File: src/hw/rtl/slfp_pkg.sv
// ----------------------------------------------------------------------------
// slfp_pkg
// Shared types and constants for the sync/length frame parser.
// ----------------------------------------------------------------------------
package slfp_pkg;

    localparam logic [7:0] SYNC_A   = 8'hAA;
    localparam logic [7:0] SYNC_B   = 8'hBB;
    localparam logic [7:0] IND_HEAD = 8'h86;
    localparam logic [1:0] CODE_FULL    = 2'd1;
    localparam logic [1:0] CODE_TIMEOUT = 2'd2;
    localparam int unsigned HEADER_LEN = 5;

    typedef enum logic {
        OP_BYTE = 1'b0,
        OP_TICK = 1'b1
    } t_op;

    // Command from front to back through the queue.
    typedef struct packed {
        t_op        op;
        logic [7:0] data;
    } t_cmd;

    typedef enum logic [3:0] {
        ST_IDLE,
        ST_WRITE,
        ST_CHECK,
        ST_RD0,
        ST_RD1,
        ST_HDR,
        ST_SKIP,
        ST_SCAN,
        ST_SCAN_RD,
        ST_EMIT_RD,
        ST_EMIT,
        ST_IND,
        ST_TICK
    } t_state;

endpackage

File: src/hw/rtl/slfp_front.sv
// ----------------------------------------------------------------------------
// slfp_front
// Input stage plus a two-entry queue of classified commands.
// ----------------------------------------------------------------------------
module slfp_front
    import slfp_pkg::*;
(
    input  logic       i_clk,
    input  logic       i_rst_n,
    input  logic       i_valid,
    output logic       o_ready,
    input  logic [8:0] i_data,
    output logic       o_cmd_valid,
    input  logic       i_cmd_pop,
    output t_cmd       o_cmd
);

    t_cmd       r_q [2];
    logic       r_wp, r_rp;
    logic [1:0] r_cnt;
    logic       w_push;

    assign o_ready     = (r_cnt != 2'd2);
    assign w_push      = i_valid && o_ready;
    assign o_cmd_valid = (r_cnt != 2'd0);
    assign o_cmd       = r_q[r_rp];

    always_ff @(posedge i_clk) begin
        if (w_push) begin
            r_q[r_wp] <= '{op: t_op'(i_data[0]), data: i_data[8:1]};
        end
        if (!i_rst_n) begin
            r_wp  <= 1'b0;
            r_rp  <= 1'b0;
            r_cnt <= 2'd0;
        end else begin
            if (w_push) r_wp <= ~r_wp;
            if (i_cmd_pop) r_rp <= ~r_rp;
            r_cnt <= r_cnt + {1'b0, w_push} - {1'b0, i_cmd_pop};
        end
    end

    a_no_pop_empty: assert property (@(posedge i_clk) disable iff (!i_rst_n)
        i_cmd_pop |-> o_cmd_valid) else $error("pop of empty queue");
    a_cnt_range: assert property (@(posedge i_clk) disable iff (!i_rst_n)
        r_cnt != 2'd3) else $error("queue count overflow");
    a_full_stall: assert property (@(posedge i_clk) disable iff (!i_rst_n)
        (r_cnt == 2'd2 && !i_cmd_pop) |=> (r_cnt == 2'd2)) else $error("queue lost entry");

endmodule

File: src/hw/rtl/slfp_back.sv
// ----------------------------------------------------------------------------
// slfp_back
// Buffer, parse sequencer and timeout timer; emits result bytes.
// ----------------------------------------------------------------------------
module slfp_back
    import slfp_pkg::*;
#(
    parameter int BUFFER_DEPTH = 64
) (
    input  logic        i_clk,
    input  logic        i_rst_n,
    input  logic        i_cmd_valid,
    input  t_cmd        i_cmd,
    output logic        o_cmd_pop,
    input  logic [15:0] i_timeout_ticks,
    output logic        o_valid,
    input  logic        i_ready,
    output logic [11:0] o_data
);

    localparam int AW = $clog2(BUFFER_DEPTH);
    localparam int CW = $clog2(BUFFER_DEPTH + 1);

    logic [7:0]    r_mem [BUFFER_DEPTH];
    logic [7:0]    r_rdata;
    logic [AW-1:0] r_rp, n_rp;
    logic [CW-1:0] r_cnt, n_cnt;
    logic [15:0]   r_tcnt, n_tcnt;
    logic          r_trun, n_trun;
    t_state        r_st, n_st;
    logic [7:0]    r_b0, n_b0;       // peek(0) / header bytes
    logic [7:0]    r_len_hi, n_len_hi;
    logic [16:0]   r_rem, n_rem;     // bytes still to emit or scan index
    logic [1:0]    r_icode, n_icode;
    logic [1:0]    r_iidx, n_iidx;
    logic [2:0]    r_hidx, n_hidx;
    logic [7:0]    r_prev, n_prev;
    logic          r_ovalid, n_ovalid;
    logic [11:0]   r_odata, n_odata;
    logic [AW-1:0] w_raddr;
    logic [AW-1:0] n_raddr, r_raddr;
    logic          w_we;
    logic [AW-1:0] w_waddr;
    logic [AW:0]   w_wsum;
    logic          w_out_free;
    logic [16:0]   w_total;

    assign w_out_free = !r_ovalid || i_ready;
    assign w_wsum     = {1'b0, r_rp} + (AW+1)'(r_cnt);
    // pointer plus count stays below twice the depth: one subtract wraps it
    assign w_waddr    = (w_wsum >= (AW+1)'(BUFFER_DEPTH)) ?
                        AW'(w_wsum - (AW+1)'(BUFFER_DEPTH)) : AW'(w_wsum);
    assign w_we       = (r_st == ST_WRITE);
    assign w_total    = {r_len_hi, r_b0} + 17'(HEADER_LEN);
    assign w_raddr    = r_raddr;

    // offsets never exceed the depth, so a single compare and subtract wraps
    function automatic logic [AW-1:0] f_add(input logic [AW-1:0] a, input logic [16:0] k);
        logic [17:0] s;
        s = 18'(a) + {1'b0, k};
        if (s >= 18'(BUFFER_DEPTH)) s = s - 18'(BUFFER_DEPTH);
        return AW'(s);
    endfunction

    always_ff @(posedge i_clk) begin
        if (w_we) r_mem[w_waddr] <= i_cmd.data;
        r_rdata <= r_mem[w_raddr];
    end

    always_ff @(posedge i_clk) begin
        if (!i_rst_n) begin
            r_st     <= ST_IDLE;
            r_rp     <= '0;
            r_cnt    <= '0;
            r_tcnt   <= '0;
            r_trun   <= 1'b0;
            r_ovalid <= 1'b0;
        end else begin
            r_st     <= n_st;
            r_rp     <= n_rp;
            r_cnt    <= n_cnt;
            r_tcnt   <= n_tcnt;
            r_trun   <= n_trun;
            r_ovalid <= n_ovalid;
        end
        r_b0     <= n_b0;
        r_len_hi <= n_len_hi;
        r_rem    <= n_rem;
        r_icode  <= n_icode;
        r_iidx   <= n_iidx;
        r_hidx   <= n_hidx;
        r_prev   <= n_prev;
        r_odata  <= n_odata;
        r_raddr  <= n_raddr;
    end

    assign o_valid = r_ovalid;
    assign o_data  = r_odata;

    always_comb begin
        n_st     = r_st;
        n_rp     = r_rp;
        n_cnt    = r_cnt;
        n_tcnt   = r_tcnt;
        n_trun   = r_trun;
        n_b0     = r_b0;
        n_len_hi = r_len_hi;
        n_rem    = r_rem;
        n_icode  = r_icode;
        n_iidx   = r_iidx;
        n_hidx   = r_hidx;
        n_prev   = r_prev;
        n_raddr  = r_raddr;
        n_ovalid = r_ovalid && !i_ready;
        n_odata  = r_odata;
        o_cmd_pop = 1'b0;
        case (r_st)
            ST_IDLE: begin
                if (i_cmd_valid) begin
                    n_st = (i_cmd.op == OP_BYTE) ? ST_WRITE : ST_TICK;
                end
            end
            ST_WRITE: begin
                o_cmd_pop = 1'b1;
                n_tcnt = '0;
                n_trun = 1'b1;
                if (r_cnt == CW'(BUFFER_DEPTH - 1)) begin
                    n_cnt   = '0;
                    n_rp    = '0;
                    n_icode = CODE_FULL;
                    n_iidx  = 2'd0;
                    n_st    = ST_IND;
                end else begin
                    n_cnt = r_cnt + 1'b1;
                    n_st  = ST_CHECK;
                end
            end
            ST_TICK: begin
                o_cmd_pop = 1'b1;
                n_st = ST_IDLE;
                if (r_trun) begin
                    n_tcnt = r_tcnt + 1'b1;
                    if (n_tcnt >= i_timeout_ticks || n_tcnt == '0) begin
                        n_trun = 1'b0;
                        n_tcnt = '0;
                        if (r_cnt != '0) begin
                            n_cnt   = '0;
                            n_rp    = '0;
                            n_icode = CODE_TIMEOUT;
                            n_iidx  = 2'd0;
                            n_st    = ST_IND;
                        end
                    end
                end
            end
            ST_IND: begin
                if (w_out_free) begin
                    n_ovalid = 1'b1;
                    case (r_iidx)
                        2'd0:    n_odata = {1'b0, r_icode, 1'b1, IND_HEAD};
                        2'd1:    n_odata = {1'b0, r_icode, 1'b1, 8'h00};
                        2'd2:    n_odata = {1'b0, r_icode, 1'b1, 8'h01};
                        default: n_odata = {1'b1, r_icode, 1'b1, 6'd0, r_icode};
                    endcase
                    n_iidx = r_iidx + 1'b1;
                    if (r_iidx == 2'd3) n_st = ST_IDLE;
                end
            end
            // top of parse loop: need header worth of bytes
            ST_CHECK: begin
                if (r_cnt < CW'(HEADER_LEN)) begin
                    n_st = ST_IDLE;
                end else begin
                    n_raddr = r_rp;
                    n_st    = ST_RD0;
                end
            end
            ST_RD0: begin
                // read issued; next cycle data of peek(0)
                n_raddr = f_add(r_rp, 17'd1);
                n_st    = ST_RD1;
            end
            ST_RD1: begin
                n_b0  = r_rdata;
                n_st  = ST_SKIP;
                n_raddr = f_add(r_rp, 17'd2);
            end
            // peek(1) available in r_rdata; drop until sync or lone trailing AA
            ST_SKIP: begin
                if (r_b0 == SYNC_A && (r_cnt == CW'(1) || r_rdata == SYNC_B)) begin
                    if (r_cnt < CW'(HEADER_LEN)) begin
                        n_st = ST_IDLE;
                    end else begin
                        n_hidx  = 3'd2;
                        n_raddr = f_add(r_rp, 17'd3);
                        n_st    = ST_HDR;
                    end
                end else begin
                    n_rp  = f_add(r_rp, 17'd1);
                    n_cnt = r_cnt - 1'b1;
                    if (r_cnt == CW'(1)) begin
                        n_rp   = '0;
                        n_trun = 1'b0;
                        n_st   = ST_IDLE;
                    end else begin
                        n_b0    = r_rdata;
                        n_raddr = f_add(r_rp, 17'd3);
                        n_st    = ST_SKIP;
                        n_hidx  = 3'd0;
                    end
                end
            end
            // r_rdata holds peek(hidx); collect length bytes 3 and 4
            ST_HDR: begin
                n_hidx  = r_hidx + 1'b1;
                n_raddr = f_add(r_rp, 17'd4);
                if (r_hidx == 3'd3) n_len_hi = r_rdata;
                if (r_hidx == 3'd4) begin
                    n_b0 = r_rdata;
                    n_st = ST_SCAN;
                end
            end
            ST_SCAN: begin
                if ({1'b0, 16'(r_cnt)} >= w_total) begin
                    n_rem   = w_total - 17'd2;
                    n_rp    = f_add(r_rp, 17'd2);
                    n_cnt   = r_cnt - CW'(2);
                    n_raddr = f_add(r_rp, 17'd2);
                    n_st    = ST_EMIT_RD;
                end else begin
                    n_rem   = 17'd0;
                    n_raddr = f_add(r_rp, 17'd2);
                    n_st    = ST_SCAN_RD;
                    n_hidx  = 3'd0;
                end
            end
            // scan for sync at offset i+2; r_rem = i, r_hidx flags prev valid
            ST_SCAN_RD: begin
                if (r_hidx == 3'd0) begin
                    n_hidx  = 3'd1;
                    n_raddr = f_add(r_rp, 17'd3);
                end else begin
                    if (r_hidx == 3'd2 && r_prev == SYNC_A && r_rdata == SYNC_B) begin
                        n_rp  = f_add(r_rp, 17'd2);
                        n_cnt = r_cnt - CW'(2);
                        n_st  = ST_CHECK;
                    end else if (r_hidx == 3'd2 && r_rem + 17'd4 >= 17'(r_cnt)) begin
                        n_st = ST_IDLE;
                    end else begin
                        if (r_hidx == 3'd2) n_rem = r_rem + 1'b1;
                        n_hidx  = 3'd2;
                        n_prev  = r_rdata;
                        // read address runs one byte ahead of r_rdata
                        n_raddr = f_add(r_rp,
                                        (r_hidx == 3'd2 ? r_rem + 17'd1 : 17'd0) + 17'd4);
                    end
                end
            end
            ST_EMIT_RD: begin
                n_st = ST_EMIT;
            end
            ST_EMIT: begin
                if (w_out_free) begin
                    n_ovalid = 1'b1;
                    n_odata  = {(r_rem == 17'd1), 2'd0, 1'b0, r_rdata};
                    n_rp     = f_add(r_rp, 17'd1);
                    n_cnt    = r_cnt - 1'b1;
                    n_rem    = r_rem - 1'b1;
                    n_raddr  = f_add(r_rp, 17'd1);
                    n_st     = ST_EMIT_RD;
                    if (r_rem == 17'd1) begin
                        if (r_cnt == CW'(1)) begin
                            n_rp   = '0;
                            n_trun = 1'b0;
                            n_st   = ST_IDLE;
                        end else begin
                            n_st = ST_CHECK;
                        end
                    end
                end
            end
            default: n_st = ST_IDLE;
        endcase
    end

    a_cnt_bound: assert property (@(posedge i_clk) disable iff (!i_rst_n)
        r_cnt <= CW'(BUFFER_DEPTH - 1)) else $error("byte count overflow");
    a_emit_nonzero: assert property (@(posedge i_clk) disable iff (!i_rst_n)
        (r_st == ST_EMIT) |-> (r_rem != 17'd0)) else $error("emit with nothing left");
    a_hold: assert property (@(posedge i_clk) disable iff (!i_rst_n)
        (r_ovalid && !i_ready) |=> (r_ovalid && $stable(r_odata))) else $error("output lost");
    a_pop_state: assert property (@(posedge i_clk) disable iff (!i_rst_n)
        o_cmd_pop |-> (r_st == ST_WRITE || r_st == ST_TICK)) else $error("bad pop");

endmodule

File: src/hw/rtl/sync_length_frame_parser.sv
// ----------------------------------------------------------------------------
// sync_length_frame_parser
// Buffers received bytes and ticks, finds AA BB framed packets, emits them.
// ----------------------------------------------------------------------------
// Input stream s_axis: tuser[0] = operation (0 byte, 1 tick), tdata[7:0] =
// rx_byte. Output stream m_axis: tdata = out_byte, tuser[0] = is_indication,
// tuser[2:1] = status_code, tlast = last of a frame or indication.
// Config: i_cfg_we writes timeout_ticks from i_cfg_wdata (reset 2000).
// A two-entry queue decouples the input from the parse sequencer, so input
// is taken while results wait. Per byte the sequencer writes the buffer
// and reads the header, then scans or drops bytes and emits each result
// byte through the single buffer read port. A tick passes through the tick
// state, and through the indication state when an indication goes out.
// The output register holds a result while tready is low; the sequencer
// then waits, and the queue fills and drops s_axis_tready.
// Reset clears buffer count, pointers, timer and queue; timeout restores
// to 2000. No clearing pass is needed.
// ----------------------------------------------------------------------------
module sync_length_frame_parser
    import slfp_pkg::*;
#(
    parameter int BUFFER_DEPTH = 64
) (
    input  logic        i_clk,
    input  logic        i_rst_n,
    input  logic        s_axis_tvalid,
    output logic        s_axis_tready,
    input  logic [7:0]  s_axis_tdata,   // [7:0] rx_byte
    input  logic [0:0]  s_axis_tuser,   // [0] operation
    output logic        m_axis_tvalid,
    input  logic        m_axis_tready,
    output logic [7:0]  m_axis_tdata,   // [7:0] out_byte
    output logic [2:0]  m_axis_tuser,   // [0] is_indication, [2:1] status_code
    output logic        m_axis_tlast,
    input  logic        i_cfg_we,
    input  logic [15:0] i_cfg_wdata
);

    logic [15:0] r_timeout;
    logic        w_cmd_valid, w_cmd_pop;
    t_cmd        w_cmd;
    logic [11:0] w_odata;

    always_ff @(posedge i_clk) begin
        if (!i_rst_n) begin
            r_timeout <= 16'd2000;
        end else if (i_cfg_we) begin
            r_timeout <= i_cfg_wdata;
        end
    end

    slfp_front u_front (
        .i_clk       (i_clk),
        .i_rst_n     (i_rst_n),
        .i_valid     (s_axis_tvalid),
        .o_ready     (s_axis_tready),
        .i_data      ({s_axis_tdata, s_axis_tuser}),
        .o_cmd_valid (w_cmd_valid),
        .i_cmd_pop   (w_cmd_pop),
        .o_cmd       (w_cmd)
    );

    slfp_back #(.BUFFER_DEPTH(BUFFER_DEPTH)) u_back (
        .i_clk           (i_clk),
        .i_rst_n         (i_rst_n),
        .i_cmd_valid     (w_cmd_valid),
        .i_cmd           (w_cmd),
        .o_cmd_pop       (w_cmd_pop),
        .i_timeout_ticks (r_timeout),
        .o_valid         (m_axis_tvalid),
        .i_ready         (m_axis_tready),
        .o_data          (w_odata)
    );

    assign m_axis_tdata = w_odata[7:0];
    assign m_axis_tuser = w_odata[10:8];
    assign m_axis_tlast = w_odata[11];

endmodule

File: config.mk
export PLATFORM = sky130hd
export DESIGN_NAME = sync_length_frame_parser
export DESIGN_NICKNAME = d
export VERILOG_FILES = /design/src/hw/rtl/slfp_pkg.sv /design/src/hw/rtl/slfp_front.sv /design/src/hw/rtl/slfp_back.sv /design/src/hw/rtl/sync_length_frame_parser.sv
export SDC_FILE = /design/constraint.sdc
export NUM_CORES = 1
export LEC_CHECK = 0
export BUFFER_PORTS_ARGS = -buffer_cell sky130_fd_sc_hd__clkbuf_2
export CORE_MARGIN = 3
export CORE_UTILIZATION = 60
export DETAILED_ROUTE_END_ITERATION = 8
export GPL_TIMING_DRIVEN = 0
export PLACE_DENSITY = 0.79
export SLEW_MARGIN = 15
export SYNTH_ARGS = -nofsm -noshare
export SYNTH_HDL_FRONTEND = slang
export SYNTH_SLANG_ARGS = --single-unit
File: constraint.sdc
create_clock -name i_clk -period 9.35 [get_ports i_clk]
set_input_delay 1.87 -clock i_clk [delete_from_list [all_inputs] [get_ports i_clk]]
set_output_delay 1.87 -clock i_clk [all_outputs]
set_load 0.005 [all_outputs]
---- After elaboration in Yosys (flattened, before gate mapping) ----
Memories as Yosys holds them, arrays and structs flattened. A register that Yosys moved wholly into a read port is not among the register bits.
Index checks and enable logic that the tools add are counted.
Widths: inputs -> output; s select.
storage, ports and cells
  flip-flop bits (word level) ............. 121
  RAM bits ................................ 530
  memories ................................ 2
  word-level logic and storage cells ...... 267
  output and inout bits ................... 14
cells by class
  order comparisons ....................... 10
  bitwise gates (word level) .............. 5
  add/sub/neg operators ................... 26
  multiplexer cells ....................... 112
  equal/unequal tests ..................... 50
  reductions and logical operators ........ 43
memories
  memory        words  width  read ports  clocked after Yosys merged registers in  wr ports  line              RTL
  u_back.r_mem  64     8      1           1                                        1         slfp_back.sv:24   logic [7:0] r_mem [BUFFER_DEPTH];
  u_front.r_q   2      9      1           1                                        1         slfp_front.sv:18  t_cmd r_q [2];
operators by type and width
  cell                   count
  $mux 6                 25
  $mux 17                7
  $mux 7                 9
  $mux 4                 15
  $pmux 4 s13            1
  $pmux 17 s3            1
  $pmux 6 s7             1
  $pmux 7 s6             1
  $pmux 12 s3            1
  $pmux 6 s6             1
  $sub 6x1->6 const B    6
  $ge 7x7->1 const B     5
  $add 17x3->17 const B  2
  $mux 16                2
  $pmux 16 s2            1
  $mux 3                 9
  $eq 8x8->1 const B     3
  $mux 12                2
  $mux 8                 3
  $ne 2x1->1 const B     12
  $pmux 12 s2            1
  $pmux 8 s3             1
  $mux 2                 11
  $eq 4x4->1 const B     5
  63 further kinds       121

---- Logic depth before layout (Yosys ltp) ----
  word-level depth ........................ 10
  gate-level depth with buffers ........... 15
  depth with buffers taken out ............ 14

---- Hierarchy ----
A second synthesis with hierarchy kept.
second synthesis, totals
  cells, all modules ...................... 1,964
  area total of the unflattened synthesis .. 30,105.1 um^2
modules (own cells, without submodules)
  module                    times used  cells each  sequential area each (um^2)  area each (um^2)
  slfp_back                 1           1,857       18,217.5                     28,591.2
  slfp_front                1           56          640.6                        913.4
  sync_length_frame_parser  1           51          320.3                        600.6

---- Worst setup path after synthesis ----
OpenSTA, ideal clock, no wires.
  path type ............................... input to register
  from .................................... input m_axis_tready
  to ...................................... register u_back.r_rem[0], enable pin
  arrival ................................. 3,496 ps
  path slack .............................. 5,438 ps
  required time ........................... 8,934 ps
  stages .................................. 3
  library setup time ...................... 416 ps
  cell sequence ........................... nor2b_1 a22oi_1 nor3b_1
between the ends
  cells in the longest elaborated chain, start to end .. 3
ends and longest elaborated chain
  what                        line                            RTL
  from (decl)                 sync_length_frame_parser.sv:31  input logic m_axis_tready,
  $logic_or 1x1->1            slfp_back.sv:48                 assign w_out_free = !r_ovalid || i_ready;
  $ne 2x1->1 (no line)        --
  $reduce_and 6->1 (no line)  --
  to (signal assigned)        slfp_back.sv:88                 r_rem <= n_rem;
  to (decl)                   slfp_back.sv:33                 logic [16:0] r_rem, n_rem;
Every way passes these cells.
A chain may end at the register's enable or synchronous reset.

---- Final worst setup path ----
  from .................................... register u_back.r_tcnt[0]
  to ...................................... register u_back.r_cnt[5]
between the ends
  cells in the longest elaborated chain, start to end .. 5
  elaborated cells on any way between the ends .. 6
ends and longest elaborated chain
  what                                                     line              RTL
  from (decl)                                              slfp_back.sv:28   logic [15:0] r_tcnt, n_tcnt;
  from (signal assigned)                                   slfp_back.sv:82   r_tcnt <= n_tcnt;
  $add 16x1->16 *                                          slfp_back.sv:142  n_tcnt = r_tcnt + 1'b1;
  $ge 16x16->1 / $logic_not 16->1 (equally long branches)  slfp_back.sv:143  if (n_tcnt >= i_timeout_ticks || n_tcnt == '0) begin
  $logic_or 1x1->1 *                                       slfp_back.sv:143
  $ne 2x1->1 (no line) *                                   --
  $reduce_and 9->1 (no line) *                             --
  to (signal assigned)                                     slfp_back.sv:81   r_cnt <= n_cnt;
  to (decl)                                                slfp_back.sv:27   logic [CW-1:0] r_cnt, n_cnt;
Mark *: on every way between the ends. The rest lies on a longest branch, timed or not.

==> flow_metrics.tcl <==
set metrics [dict create \
    status "completed" \
    crit_path_end_kind "flop" \
    grt_pass1_vias 19000 \
    drive_above_1_share_pct 16.5 \
    final_area_um2 33200 \
    finalCritPeriodShare_pct 43.5 \
    async_flop_share_pct 0 \
    dieArea_um2 52700 \
    core_area_um2 49200 \
    synth_edf_count 596 \
    power_density_nw_per_um2 281 \
    hold_buffers 0 \
    synth_area_um2 30000 \
    synth_ff_type "edfxtp_1" \
    routed_wl_mm 78.0 \
    gp_congestion 0.989 \
    final_cell_mix "596 x edfxtp_1, 168 x mux4_2, 156 x nor2_1" \
    path_max_fanout 10 \
    post_cts_buffers 0 \
    p_total_uw 9330 \
    cts_buffer_depth 3 \
    setup_tns_ps 0 \
    hpwl_mm 48.9 \
    fin_crit_ps 4070 \
    initial_core_util_pct 61.0 \
    wl_per_cell_um 27.7 \
    io_buffers 42 \
    final_common_cell "edfxtp_1" \
    synth_nets 2089 \
    max_slew_margin_pct 23.2 \
    core.rowCount 81 \
    syn2layout_area_growth_pct 10.9 \
    clk_pin_slew_worst_paths_ps 60 \
    setup_violations 0 \
    gr-total-overflow 0 \
    critPathRequiredTime_ps 9820 \
    drcViolationCount 0 \
    htree_levels 3 \
    nets 2202 \
    ys_types 87 \
    syn_inst 1983 \
    fp.dieH_um 229 \
    maxCapViolations 0 \
    vias 18800 \
    clk_latency_ps 620 \
    tritoncts "built" \
    worst-setup-path-type "flop to flop" \
    antenna_found_initial 1 \
    timing.final.hold_violations 0 \
    leakagePower_uw 0.0110 \
    hold_path.class "flop to flop" \
    pre_cts_ws_ps 5410 \
    setup_slack_ps 5280 \
    ir_worst_vdd_uv 206 \
    critical_path_arrival_ps 4540 \
    cts_num_sinks 660 \
    synth_seq_area_share_pct 64.0 \
    ys_ff_latch 660 \
    antenna_cells 0 \
    slew_violations 0 \
    grt_pass1_wl_mm 118 \
    vias_per_cell 6.67 \
    fp.dieW_um 229 \
    start_kind "flop" \
    ys_warn_count 0 \
    io_pins 44 \
    skew_ps 40.0 \
    cts_root_buf "clkbuf_16" \
    syn_area_per_cell_um2 15.1 \
    numCtsBuffers 68 \
    drtIter0Drc 2221 \
    worstMarginPinSlew_ps 1150 \
    grt_max_degree 65 \
    dr.pass1.iters 6 \
    grtUsageTotal_pct 30.0 \
    cts_resized 0 \
    max_freq_mhz 246 \
    ant_nets 0 \
    rsz0062_at_grt "false" \
    dpl-instance-area_um2 31000 \
]
[area by class of cell]
type                            instances  area, um2
Clock inverter                         35        347
Inverter                               59        221
Multi-Input combinational cell       1155      10200
Fill cell                            3280      15900
Buffer                                109        444
Timing Repair Buffer                   43        221
Tap cell                              664        831
Sequential cell                       660      19200
Clock buffer                           88       1820
[stage by stage]
stage               cells  hold slack [ps]  util, %
finish               2813              485     67.6
global route         2813              517     67.6
CTS                  2813              494     67.5
detailed placement   2690              485     63.1
global placement     2689              480     63.1
floorplan            1983              448        -
[power by group]
part	internal (uW)	switching [uW]
clock	1500	1160
sequential	3620	135
combinational	1150	1760
[flip-flops by register name, indices dropped and copies added (netlist names), named ones only]
signal and cells:
u_front.r_wp 1, u_back.r_st 4, u_back.r_mem 512, u_back.r_raddr 6, u_back.o_data 12, u_back.o_valid 1
u_front.r_cnt 2, u_back.r_rem 17, u_back.r_rdata 8, u_back.r_iidx 2, u_front.r_q 18, u_back.r_icode 2
u_back.r_cnt 7, r_timeout 16, u_back.r_trun 1, u_back.r_hidx 3, u_front.r_rp 1, u_back.r_prev 8
u_back.r_rp 6, u_back.r_len_hi 8, u_back.r_tcnt 16, u_back.r_b0 8
[critical path, stage by stage, from the launching register on]
cell      delay (ps)
dfxtp_1          440
ha_1             290
nand2_1          200
nor3_1           330
and3_1           250
nand3_1          100
xnor2_1          220
ha_1             280
a21o_1           160
a21oi_1          190
o211ai_2         200
a211oi_2         530
buf_4            300
a211oi_1          70
o32ai_1          330
[Yosys cell counts, types with 5 or more instances]
master,n,area (um2)
nand3_1,60,300
nor3_1,29,145
a31oi_1,7,43.8
clkbuf_1,71,267
mux4_2,168,3780
nand2_1,135,507
nor3b_1,5,37.5
o32ai_1,8,70.1
nand2b_1,6,37.5
nor2_1,156,586
a22oi_1,9,67.6
and4_1,5,43.8
a21o_1,9,67.6
o211ai_1,19,143
buf_1,22,82.6
buf_2,11,55.1
o31ai_1,8,60.1
and2_1,13,81.3
a21oi_1,77,385
o21ai_0,61,305
edfxtp_1,596,17900
mux2i_1,19,190
xnor2_1,36,315
xor2_1,27,236
a221oi_1,8,70.1
inv_1,59,221
or3_1,16,100
ha_1,74,926
nor4_1,5,31.3
nand4_1,16,100
o22ai_1,21,131
nor2b_1,15,93.8
o21a_1,8,60.1
a211oi_1,16,120
dfxtp_1,64,1280
mux2_2,9,101
and3_1,23,144
[metal layers]
| metal | vias up | track usage, % | part of all wire (%) |
|---|---|---|---|
| li1 | 8056 | - | - |
| met1 | 9392 | 39.7 | 38 |
| met2 | 1079 | 49.2 | 49 |
| met3 | 228 | 5.37 | 8.0 |
| met4 | 2 | 13.2 | 4.7 |
| met5 | - | 0 | 0.012 |
[final timing paths]
check	from	to	slack, ps	depth (start not counted)
setup / recovery	u_back.r_tcnt[0]	u_back.r_cnt[5]	5280	14
hold / removal	r_timeout[10]	r_timeout[10]	490	2
setup reg to reg	u_back.r_tcnt[0]	u_back.r_cnt[5]	5280	14
hold reg to reg	r_timeout[10]	r_timeout[10]	490	2
[kinds of logic after synthesis]
kind of cell             count (synthesis)  synth area share [%]
XOR/XNOR                                63                  1.84
flip-flops                             660                  64.0
AND/OR/NAND/NOR                        513                  8.25
adder cells (fa/ha/maj)                 76                  3.22
multiplexers                           196                  13.6
buffers and inverters                  168                  2.22
AO/OA/AOI/OAI                          307                  6.86
Power figures use the tool's default switching activity.
